[src/rtl/assert_macros.svh]
// Assertion macros shared by the calibrator RTL.
// Define ASSERT_OFF to compile every assertion away.
`ifndef ASSERT_MACROS_SVH
`define ASSERT_MACROS_SVH
`ifndef ASSERT_OFF
// Same-cycle implication, checked at every rising clock edge outside reset.
`define ASSERT_IMPL(label, clk, rst_n, ante, cons) \
	label: assert property (@(posedge clk) disable iff (!rst_n) (ante) |-> (cons)) \
	else $error("assertion failed: same-cycle implication");
// Next-cycle implication, checked at every rising clock edge outside reset.
`define ASSERT_NEXT(label, clk, rst_n, ante, cons) \
	label: assert property (@(posedge clk) disable iff (!rst_n) (ante) |=> (cons)) \
	else $error("assertion failed: next-cycle implication");
`else
`define ASSERT_IMPL(label, clk, rst_n, ante, cons)
`define ASSERT_NEXT(label, clk, rst_n, ante, cons)
`endif
`endif

[src/rtl/dcal_pkg.sv]
// Package for the oscillator code calibrator: widths, field positions and codes.
// No dependencies; used by the channel interfaces and the top level.
`timescale 1ns / 1ps
package dcal_pkg;

	// Code and counter widths.
	localparam int CODE_BITS  = 12;
	localparam int COUNT_BITS = 16;
	localparam int TRIAL_BITS = $clog2(CODE_BITS);
	localparam int SLOW_BITS  = 8;

	// Configuration register widths and port sizing.
	localparam int TARGET_BITS = 16;
	localparam int CFG_DATA_BITS = 16;
	localparam int CFG_INDEX_BITS = 1;

	// Output field widths.
	localparam int RANGE_BITS = 3;
	localparam int TAP_BITS   = 3;
	localparam int MOD_BITS   = 5;

	typedef logic [CODE_BITS-1:0]   code_t;
	typedef logic [COUNT_BITS-1:0]  count_t;
	typedef logic [TRIAL_BITS-1:0]  trial_t;
	typedef logic [SLOW_BITS-1:0]   slow_t;
	typedef logic [TARGET_BITS-1:0] target_t;
	typedef logic [CFG_INDEX_BITS-1:0] cfg_index_t;
	typedef logic [CFG_DATA_BITS-1:0]  cfg_data_t;

	// Request command codes.
	localparam logic CMD_START = 1'b0;
	localparam logic CMD_TICK  = 1'b1;

	// Configuration register indexes.
	localparam cfg_index_t CFG_TARGET_DELTA = 1'b0;
	localparam cfg_index_t CFG_WINDOW_TICKS = 1'b1;

	// Reset values of the configuration registers.
	localparam target_t TARGET_RESET = 16'd1024;
	localparam slow_t   WINDOW_RESET = 8'd8;

	// Code masks for the final tap check and modulation clear.
	localparam code_t TAP_MASK = 12'h0e0;
	localparam code_t MOD_MASK = 12'h01f;

	// First trial bit after a start.
	localparam trial_t TRIAL_TOP = TRIAL_BITS'(CODE_BITS - 1);

endpackage

[src/rtl/dcal_req_if.sv]
// Request and result channel interfaces for the oscillator code calibrator.
// Depends on dcal_pkg for the field widths.
`timescale 1ns / 1ps
interface dcal_req_if;
	logic valid;
	logic ready;
	logic cmd;
	logic fast_edge;
	logic slow_edge;

	modport source (output valid, output cmd, output fast_edge, output slow_edge,
		input ready);
	modport sink (input valid, input cmd, input fast_edge, input slow_edge,
		output ready);
endinterface

interface dcal_res_if;
	import dcal_pkg::*;
	logic                  valid;
	logic                  ready;
	logic [RANGE_BITS-1:0] range_select;
	logic [TAP_BITS-1:0]   tap_select;
	logic [MOD_BITS-1:0]   modulation;
	logic                  busy_res;
	logic                  done_res;

	modport source (output valid, output range_select, output tap_select,
		output modulation, output busy_res, output done_res, input ready);
	modport sink (input valid, input range_select, input tap_select,
		input modulation, input busy_res, input done_res, output ready);
endinterface

[src/rtl/dco_successive_approx_calibrator.sv]
// Successive-approximation oscillator code calibrator, top level.
// Depends on dcal_pkg, the channel interfaces in dcal_req_if.sv and assert_macros.svh.
`timescale 1ns / 1ps
`include "assert_macros.svh"

// Usage:
// Each request on req is one tick: cmd low starts a new calibration (the code
// is cleared and the trial on the top code bit begins), cmd high is one clock
// tick carrying the fast and slow edge flags. Every request yields exactly one
// result on res with the driven code split into range_select, tap_select and
// modulation, plus busy_res and done_res.
// Each trial measures two windows of window_ticks slow edges and keeps the
// trial bit when the second window's fast count is not above target_delta.
// Configuration (target_delta, window_ticks) is written through cfg_we,
// cfg_index and cfg_wdata while no request is in flight.
// A request passes the input register and then the result register. One
// request is accepted every cycle while the result register frees; the state
// update (counter increments, compare and bit set) lies between those two registers.
// When the receiver stalls, the result register holds and the input
// register still takes one more request; after that req.ready drops.
// Reset clears the code, the counters and both flags, reloads the
// configuration defaults and empties both registers.
module dco_successive_approx_calibrator (
	input  logic                      clk,
	input  logic                      arst_n,
	input  logic                      cfg_we,
	input  dcal_pkg::cfg_index_t      cfg_index,
	input  dcal_pkg::cfg_data_t       cfg_wdata,
	dcal_req_if.sink                  req,
	dcal_res_if.source                res
);
	import dcal_pkg::*;

	// Configuration registers.
	target_t target_delta_q;
	slow_t   window_ticks_q;

	// Calibration state.
	code_t  kept_code_q;
	trial_t trial_bit_q;
	logic   second_window_q;
	slow_t  slow_count_q;
	count_t fast_count_q;
	logic   running_q;
	logic   finished_q;

	// Input stage.
	logic valid_s1;
	logic cmd_s1;
	logic fast_s1;
	logic slow_s1;

	// Result stage.
	logic res_valid_q;
	code_t res_code_q;
	logic res_busy_q;
	logic res_done_q;

	// Next-state values.
	code_t  kept_next;
	code_t  kept_trial;
	trial_t trial_next;
	logic   second_next;
	slow_t  slow_next;
	slow_t  slow_inc;
	count_t fast_next;
	count_t fast_inc;
	logic   running_next;
	logic   finished_next;
	code_t  drive_code;

	logic out_adv;
	logic step;

	// Handshake: the result register frees when empty or taken.
	assign out_adv   = !res_valid_q || res.ready;
	assign req.ready = !valid_s1 || out_adv;
	assign step      = valid_s1 && out_adv;

	// Configuration writes.
	always_ff @(posedge clk or negedge arst_n) begin
		if (!arst_n) begin
			target_delta_q <= TARGET_RESET;
			window_ticks_q <= WINDOW_RESET;
		end else if (cfg_we) begin
			unique case (cfg_index)
				CFG_TARGET_DELTA: target_delta_q <= cfg_wdata[TARGET_BITS-1:0];
				CFG_WINDOW_TICKS: window_ticks_q <= cfg_wdata[SLOW_BITS-1:0];
				default: ;
			endcase
		end
	end

	// Input register.
	always_ff @(posedge clk or negedge arst_n) begin
		if (!arst_n) begin
			valid_s1 <= 1'b0;
		end else if (req.ready) begin
			valid_s1 <= req.valid;
		end
	end

	always_ff @(posedge clk) begin
		if (req.valid && req.ready) begin
			cmd_s1  <= req.cmd;
			fast_s1 <= req.fast_edge;
			slow_s1 <= req.slow_edge;
		end
	end

	// One request of the calibration: a start clears the state; a tick counts edges, closes windows, settles trials.
	always_comb begin
		fast_inc      = fast_count_q + COUNT_BITS'(fast_s1);
		slow_inc      = slow_count_q + SLOW_BITS'(1);
		kept_trial    = kept_code_q | (code_t'(1) << trial_bit_q);
		kept_next     = kept_code_q;
		trial_next    = trial_bit_q;
		second_next   = second_window_q;
		slow_next     = slow_count_q;
		fast_next     = fast_count_q;
		running_next  = running_q;
		finished_next = finished_q;
		if (cmd_s1 == CMD_START) begin
			kept_next     = '0;
			trial_next    = TRIAL_TOP;
			second_next   = 1'b0;
			slow_next     = '0;
			fast_next     = '0;
			running_next  = 1'b1;
			finished_next = 1'b0;
		end else if (running_q) begin
			fast_next = fast_inc;
			if (slow_s1) begin
				slow_next = slow_inc;
				if (slow_inc == window_ticks_q) begin
					slow_next   = '0;
					fast_next   = '0;
					second_next = !second_window_q;
					if (second_window_q) begin
						// Second window closed: decide the trial bit.
						if (fast_inc <= target_delta_q) begin
							kept_next = kept_trial;
						end
						if (trial_bit_q == '0) begin
							if ((kept_next & TAP_MASK) == TAP_MASK) begin
								kept_next = kept_next & ~MOD_MASK;
							end
							running_next  = 1'b0;
							finished_next = 1'b1;
						end else begin
							trial_next = trial_bit_q - TRIAL_BITS'(1);
						end
					end
				end
			end
		end
		drive_code = running_next ? (kept_next | (code_t'(1) << trial_next)) : kept_next;
	end

	// State registers, updated once per request.
	always_ff @(posedge clk or negedge arst_n) begin
		if (!arst_n) begin
			kept_code_q     <= '0;
			trial_bit_q     <= TRIAL_TOP;
			second_window_q <= 1'b0;
			slow_count_q    <= '0;
			fast_count_q    <= '0;
			running_q       <= 1'b0;
			finished_q      <= 1'b0;
		end else if (step) begin
			kept_code_q     <= kept_next;
			trial_bit_q     <= trial_next;
			second_window_q <= second_next;
			slow_count_q    <= slow_next;
			fast_count_q    <= fast_next;
			running_q       <= running_next;
			finished_q      <= finished_next;
		end
	end

	// Result register.
	always_ff @(posedge clk or negedge arst_n) begin
		if (!arst_n) begin
			res_valid_q <= 1'b0;
		end else if (out_adv) begin
			res_valid_q <= valid_s1;
		end
	end

	always_ff @(posedge clk) begin
		if (step) begin
			res_code_q <= drive_code;
			res_busy_q <= running_next;
			res_done_q <= finished_next;
		end
	end

	assign res.valid        = res_valid_q;
	assign res.range_select = res_code_q[10:8];
	assign res.tap_select   = res_code_q[7:5];
	assign res.modulation   = res_code_q[4:0];
	assign res.busy_res     = res_busy_q;
	assign res.done_res     = res_done_q;

	// While idle, the window counters sit cleared.
	`ASSERT_IMPL(a_idle_clear, clk, arst_n, !running_q, slow_count_q == '0 && fast_count_q == '0 && !second_window_q)
	// Running and finished never hold together.
	`ASSERT_IMPL(a_busy_done, clk, arst_n, res_valid_q, !(res_busy_q && res_done_q))
	// A start puts the block on the top trial bit with an empty code.
	`ASSERT_NEXT(a_start, clk, arst_n, step && cmd_s1 == CMD_START, running_q && trial_bit_q == TRIAL_TOP && kept_code_q == '0)
	// The trial bit stays inside the code.
	`ASSERT_IMPL(a_trial_range, clk, arst_n, 1'b1, trial_bit_q <= TRIAL_TOP)

endmodule

[src/flat_wrapper.sv]
// flat-port wrapper written by rule: the top's interface ports become plain ports
module dco_successive_approx_calibrator_flat import dcal_pkg::*;
  (clk, arst_n, cfg_we, cfg_index, cfg_wdata, req_valid, req_cmd, req_fast_edge, req_slow_edge, req_ready, res_valid, res_range_select, res_tap_select, res_modulation, res_busy_res, res_done_res, res_ready);
  dcal_req_if req_i ();
  dcal_res_if res_i ();
  input  logic clk;
  input  logic arst_n;
  input  logic cfg_we;
  input  dcal_pkg::cfg_index_t cfg_index;
  input  dcal_pkg::cfg_data_t cfg_wdata;
  input wire logic [$bits(req_i.valid)-1:0] req_valid;
  input wire logic [$bits(req_i.cmd)-1:0] req_cmd;
  input wire logic [$bits(req_i.fast_edge)-1:0] req_fast_edge;
  input wire logic [$bits(req_i.slow_edge)-1:0] req_slow_edge;
  output wire logic [$bits(req_i.ready)-1:0] req_ready;
  output wire logic [$bits(res_i.valid)-1:0] res_valid;
  output wire logic [$bits(res_i.range_select)-1:0] res_range_select;
  output wire logic [$bits(res_i.tap_select)-1:0] res_tap_select;
  output wire logic [$bits(res_i.modulation)-1:0] res_modulation;
  output wire logic [$bits(res_i.busy_res)-1:0] res_busy_res;
  output wire logic [$bits(res_i.done_res)-1:0] res_done_res;
  input wire logic [$bits(res_i.ready)-1:0] res_ready;
  assign req_i.valid = req_valid;
  assign req_i.cmd = req_cmd;
  assign req_i.fast_edge = req_fast_edge;
  assign req_i.slow_edge = req_slow_edge;
  assign req_ready = req_i.ready;
  assign res_valid = res_i.valid;
  assign res_range_select = res_i.range_select;
  assign res_tap_select = res_i.tap_select;
  assign res_modulation = res_i.modulation;
  assign res_busy_res = res_i.busy_res;
  assign res_done_res = res_i.done_res;
  assign res_i.ready = res_ready;
  dco_successive_approx_calibrator u_core (.clk(clk), .arst_n(arst_n), .cfg_we(cfg_we), .cfg_index(cfg_index), .cfg_wdata(cfg_wdata), .req(req_i), .res(res_i));
endmodule
[config.mk]
export PLATFORM = sky130hd
export DESIGN_NAME = dco_successive_approx_calibrator_flat
export DESIGN_NICKNAME = d
export VERILOG_FILES = /design/src/rtl/dcal_pkg.sv /design/src/rtl/dcal_req_if.sv /design/src/rtl/dco_successive_approx_calibrator.sv /design/src/flat_wrapper.sv
export VERILOG_INCLUDE_DIRS = /design/src /design/src/rtl
export SDC_FILE = /design/constraint.sdc
export NUM_CORES = 1
export LEC_CHECK = 0
export ABC_AREA = 1
export BUFFER_PORTS_ARGS = -buffer_cell sky130_fd_sc_hd__clkbuf_2
export CAP_MARGIN = 40
export CORE_MARGIN = 10
export CORE_UTILIZATION = 50
export CTS_BUF_LIST = sky130_fd_sc_hd__clkbuf_2 sky130_fd_sc_hd__clkbuf_4 sky130_fd_sc_hd__clkbuf_8
export CTS_CLUSTER_SIZE = 40
export DETAILED_ROUTE_END_ITERATION = 7
export PLACE_DENSITY = 0.78
export SYNTH_ARGS = -nofsm -noshare
export SYNTH_HDL_FRONTEND = slang
export SYNTH_SLANG_ARGS = --single-unit
[constraint.sdc]
create_clock -name clk -period 4.67 [get_ports clk]
set_input_delay 0.7005 -clock clk [delete_from_list [all_inputs] [get_ports clk]]
set_output_delay 0.7005 -clock clk [all_outputs]
set_load 0.005 [all_outputs]
After elaboration in Yosys (flattened, before gate mapping)
Cells that the tools add are included.
- add/sub/neg operators: 3
- $lt $le $gt $ge: 1
- mux-type cells: 44
- bitwise gates (word level): 3
- equal/unequal tests: 5
- shift-type cells: 2
- reduce and logical (&&, ||, !) cells: 13
- operators with widths (operator ; number):
    12-bit 2-to-1 mux ; 11
    16-bit 2-to-1 mux ; 4
    8-bit 2-to-1 mux ; 4
    4-bit 2-to-1 mux ; 6
    16-bit by 1-bit adder with 16-bit output ; 1
    16-bit <= comparator ; 1
    1-bit 2-to-1 mux ; 16
    12-bit bitwise OR ; 1
    1-bit by 4-bit << shifter with 12-bit output, first input constant ; 1
    11-bit 2-to-1 mux ; 1
    11-bit bitwise OR ; 1
    1-bit by 4-bit << shifter with 11-bit output, first input constant ; 1
    5-bit 2-to-1 mux ; 2
    8-bit by 1-bit adder with 8-bit output, second input constant ; 1
    8-bit == test ; 1
    2-bit AND reduction ; 3
    4-bit zero test ; 1
    2-bit != test, second input constant ; 2
    4-bit AND reduction ; 1
    4-bit by 1-bit subtractor with 4-bit output, second input constant ; 1
    3-bit == test, second input constant ; 1
    1-bit zero test ; 3
    3-bit AND reduction ; 1
    1-bit logical AND ; 2
    other kinds (3) ; 4
- register bits after elaboration: 85
- bits of input ports: 25
- word-level logic and storage cells: 88

Depth between registers and ports, before layout
- word-level depth: 18
- depth in mapped cells: 28
- gate-level depth less buffers: 28

Worst setup path before layout
No wires, ideal clock.
- kind: register -> register
- from: reg u_core.fast_count_q[0]
- to: reg u_core.res_code_q[0] (data pin)
- buffers on the path: 0
- slack: 1167 ps
- required time: 4410 ps
- clock period less this slack: 3503 ps
- arrival time: 3244 ps
- cell stages (with the launch flop): 29
- cell sequence: dfrtp_1 ha_1 ha_1 nand2_1 nor2_1 nand3_1 nor2_1 inv_1 nor2_1 nand3_1 nor4_1 xor2_1 inv_1 ha_1 nand2_1 nor2_1 nand2_1 inv_1 nand2_1 nand2_1 nand2_1 nand2_1 nand2_1 nor2_1 nand3_1 nand2_1 inv_1 o21ai_0 nand2_1
- cells in the longest elaborated chain, start to end: 18
- ends and longest elaborated chain (element ; line ; source):
    start: declaration ; dco_successive_approx_calibrator.sv:43 ; count_t fast_count_q;
    start signal: assignment ; dco_successive_approx_calibrator.sv:175 ; fast_count_q <= fast_next;
    16-bit by 1-bit adder with 16-bit output * ; dco_successive_approx_calibrator.sv:113 ; fast_inc = fast_count_q + COUNT_BITS'(fast_s1);
    16-bit <= comparator * ; dco_successive_approx_calibrator.sv:141 ; if (fast_inc <= target_delta_q) begin
    12-bit 2-to-1 mux * ; dco_successive_approx_calibrator.sv:141 ;
    12-bit 2-to-1 mux * ; dco_successive_approx_calibrator.sv:139 ; if (second_window_q) begin
    12-bit 2-to-1 mux * ; dco_successive_approx_calibrator.sv:135 ; if (slow_inc == window_ticks_q) begin
    12-bit 2-to-1 mux * ; dco_successive_approx_calibrator.sv:133 ; if (slow_s1) begin
    12-bit 2-to-1 mux * ; dco_successive_approx_calibrator.sv:131 ; end else if (running_q) begin
    12-bit 2-to-1 mux * ; dco_successive_approx_calibrator.sv:123 ; if (cmd_s1 == CMD_START) begin
    (+3 left out) ; n/a ;
    12-bit 2-to-1 mux * ; dco_successive_approx_calibrator.sv:139 ;
    12-bit 2-to-1 mux * ; dco_successive_approx_calibrator.sv:135 ;
    12-bit 2-to-1 mux * ; dco_successive_approx_calibrator.sv:133 ;
    12-bit 2-to-1 mux * ; dco_successive_approx_calibrator.sv:131 ;
    12-bit 2-to-1 mux * ; dco_successive_approx_calibrator.sv:123 ;
    11-bit bitwise OR ; dco_successive_approx_calibrator.sv:157 ; drive_code = running_next ? (kept_next | (code_t'(1) << trial_next)) : kept_next;
    11-bit 2-to-1 mux * ; dco_successive_approx_calibrator.sv:157 ;
    net u_core.drive_code[0] ; dco_successive_approx_calibrator.sv:70 ; code_t drive_code;
    end signal: assignment ; dco_successive_approx_calibrator.sv:192 ; res_code_q <= drive_code;
    end: declaration ; dco_successive_approx_calibrator.sv:55 ; code_t res_code_q;
The timed path passes the listed nets; every way through them passes the cells marked *. The select of a mux whose other input is x is not followed.
A chain may end at the register's enable or synchronous reset.

Worst setup path in the final report
- from: reg u_core.fast_count_q[0]
- to: reg u_core.res_code_q[3] (data pin)
The elaborated chain is that of the path after synthesis.

==> results_dict.tcl <==
set metrics [dict create \
    status "completed" \
    wl_um 10880 \
    synthFlopType "dfrtp_1" \
    nNetsFinal 693 \
    finalCritPeriodShare_pct 87.44 \
    cp-start-kind "flop" \
    syn_inst 603 \
    io_buffer_count 39 \
    area_growth_pct 12.06 \
    htreeDepth 3 \
    yosysUniqueCellTypes 36 \
    syn_area_per_cell_sq_um 7.980 \
    synth.yosys.seq_area_share_pct 45.48 \
    peakVddDrop_mv 0.1906 \
    fill_cells 838 \
    crit_top_cell "nand2_1" \
    firstDrtPassIters 5 \
    n_antenna_cell 0 \
    r2r_cells 28 \
    synth_top_cell_area_share_pct 32.76 \
    hold_viol 0 \
    syn_nets 652 \
    slew_viol_final 0 \
    cp-end-kind "flop" \
    drc 0 \
    postCtsHoldBufs 0 \
    yosys_register_bits 84 \
    setup_violations 0 \
    synth_edf_count 16 \
    cap_violations 0 \
    antenna_left 0 \
    cts_setup_buffers 0 \
    core_sq_um 9328 \
    dieArea_sq_um 13950 \
    layout-drive-gt1-share_pct 13.25 \
    cp_slowest_cell "dfrtp_1" \
    clock_skew_ns 0.01319 \
    p_per_area_nw_per_um2 380.0 \
    grt_start_max_net_pins 38 \
    drt_iter0_markers 201 \
    grt_pass1_wl_um 18600 \
    dp_hpwl_um 8166 \
    cts.sinks 84 \
    boundaryPins 40 \
    tightest_slew_ns 0.8810 \
    die_x_um 118.1 \
    path_max_fanout 6 \
    synth.most_common_cell "nand2_1" \
    crit_type "flop to flop" \
    hold_path_class "input pin to asynchronous set/reset pin" \
    cts_root_buf "clkbuf_8" \
    die-height_um 118.1 \
    async_flop_share_pct 80.95 \
    wl_per_cell_um 13.99 \
    initial_utilization_pct 51.59 \
    grt_setup_unrepaired "no" \
    critPathRequiredTime_ns 4.79 \
    power_mw 2.049 \
    clock_latency_ns 0.37 \
    yosysWarnings 0 \
    clk_pin_slew_ns 0.09 \
    cts-buffers-inserted 9 \
    yosysTopAreaCell "dfrtp_1" \
    multi_input_area_sq_um 2211 \
    ys_top_cells_by_count "nand2_1 (140), inv_1 (97), dfrtp_1 (63)" \
    num_rows 35 \
    grt-ovfl-total 0 \
    clockBufferDepth 2 \
    crit_arrival_ns 4.21 \
    holdWs_ns 0.3704 \
    cpPeakStageDelay_ns 0.36 \
    routabilityCongestion 0.9530 \
    antenna_found_initial 0 \
    cts_resized 0 \
    p_leak_nw 2.715 \
    grt_pass1_vias 4054 \
    relSlewSlack_pct 41.12 \
    max_freq_mhz 244.9 \
    regArea_sq_um 2188 \
    fin_setup_tns_ns 0 \
    syn_area_sq_um 4812 \
    period_needed_ns 4.083 \
    cts_tree "built" \
    synthTopCellsByArea "dfrtp_1 (33%), nand2_1 (11%), edfxtp_1 (10%), inv_1 (7.6%), ha_1 (6.2%)" \
    via_per_inst 5.204 \
    vias 4049 \
    track_usage_pct 15.89 \
]
==> final timing paths <==
kind | start | endpoint | slack, ns
max in group asynchronous | arst_n | u_core.trial_bit_q[3]$_DFFE_PN1P_ | 3.31
min in group clk | u_core.target_delta_q[4]$_DFFE_PN0P_ | u_core.target_delta_q[4]$_DFFE_PN0P_ | 0.49
hold reg to reg | u_core.target_delta_q[4]$_DFFE_PN0P_ | u_core.target_delta_q[4]$_DFFE_PN0P_ | 0.49
setup / recovery | u_core.fast_count_q[0]$_DFFE_PN0P_ | u_core.res_code_q[3]$_DFFE_PP_ | 0.59
setup reg to reg | u_core.fast_count_q[0]$_DFFE_PN0P_ | u_core.res_code_q[3]$_DFFE_PP_ | 0.59
hold / removal | arst_n | u_core.slow_count_q[4]$_DFFE_PN0P_ | 0.37
==> final cells by class <==
cell class                      instances  share of cell area, %
Multi-Input combinational cell        409                  41.00
Sequential cell                        84                  40.58
Inverter                               97                  6.752
Timing Repair Buffer                   43                  4.176
Tap cell                              129                  2.993
Clock buffer                           10                  2.436
Clock inverter                          6                  2.065
==> metrics by stage <==
step	area, sq um	util [%]	setup WS, ns	cells
floorplan	4812	-	1.167	603
global placement	5147	55.18	0.8424	762
CTS	5390	57.79	0.6019	778
finish	5393	57.81	0.5865	778
global route	5393	57.81	0.06051	778
detailed placement	5147	55.18	0.6281	762
==> layout by cell type (no fill, tap or decap), drive strengths merged, types with 16 or more instances in the layout <==
| master | n |
|---|---|
| o21ai | 51 |
| nor2 | 58 |
| inv | 98 |
| edfxtp | 16 |
| clkbuf | 48 |
| a21oi | 21 |
| ha | 24 |
| nand4 | 16 |
| nand3 | 41 |
| nand2 | 147 |
| dfrtp | 63 |
==> sequential cells by signal, indices dropped and copies added, names as in the netlist <==
| name | count |
|---|---|
| u_core.second_window_q | 1 |
| u_core.slow_s1 | 1 |
| u_core.cmd_s1 | 1 |
| u_core.target_delta_q | 16 |
| u_core.fast_count_q | 16 |
| u_core.running_q | 1 |
| u_core.kept_code_q | 11 |
| u_core.res.done_res | 1 |
| u_core.trial_bit_q | 4 |
| u_core.window_ticks_q | 8 |
| u_core.res.valid | 1 |
| u_core.slow_count_q | 8 |
| u_core.fast_s1 | 1 |
| u_core.res_code_q | 11 |
| u_core.finished_q | 1 |
| u_core.res.busy_res | 1 |
| u_core.valid_s1 | 1 |
==> logic make-up after synthesis <==
family,synth area share (%)
adders and majority gates,6.240
and+or+nand+nor,26.37
AOI/OAI and AO/OA,10.56
buffers and inverters,8.632
xor gates and xnor gates,2.730
DFF,45.48
==> critical path: cells and delay by family (launching register included) <==
kind                     cells  cell delay, ns
AO/OA/AOI/OAI                1            0.12
XOR/XNOR                     1            0.21
adder cells (fa/ha/maj)      3            0.67
buffers and inverters        4            0.29
flip-flops                   1            0.36
AND/OR/NAND/NOR             19            2.21
==> report_power, final <==
group          total [mW]  switching, mW  leakage [nW]  internal, mW
clock network       0.634          0.272         0.120         0.362
registers           0.922         0.0776          1.03         0.844
logic               0.493          0.331          1.56         0.163
total                2.05          0.680          2.72          1.37
==> per-layer routing <==
metal	vias up	track usage (%)	share of wire, %
li1	2038	-	-
met1	1868	18.78	43
met2	122	27.05	50
met4	0	6.878	2.5
met5	-	0	0
met3	21	3.549	4.9
Note: power is estimated with default switching activity, not from simulation.
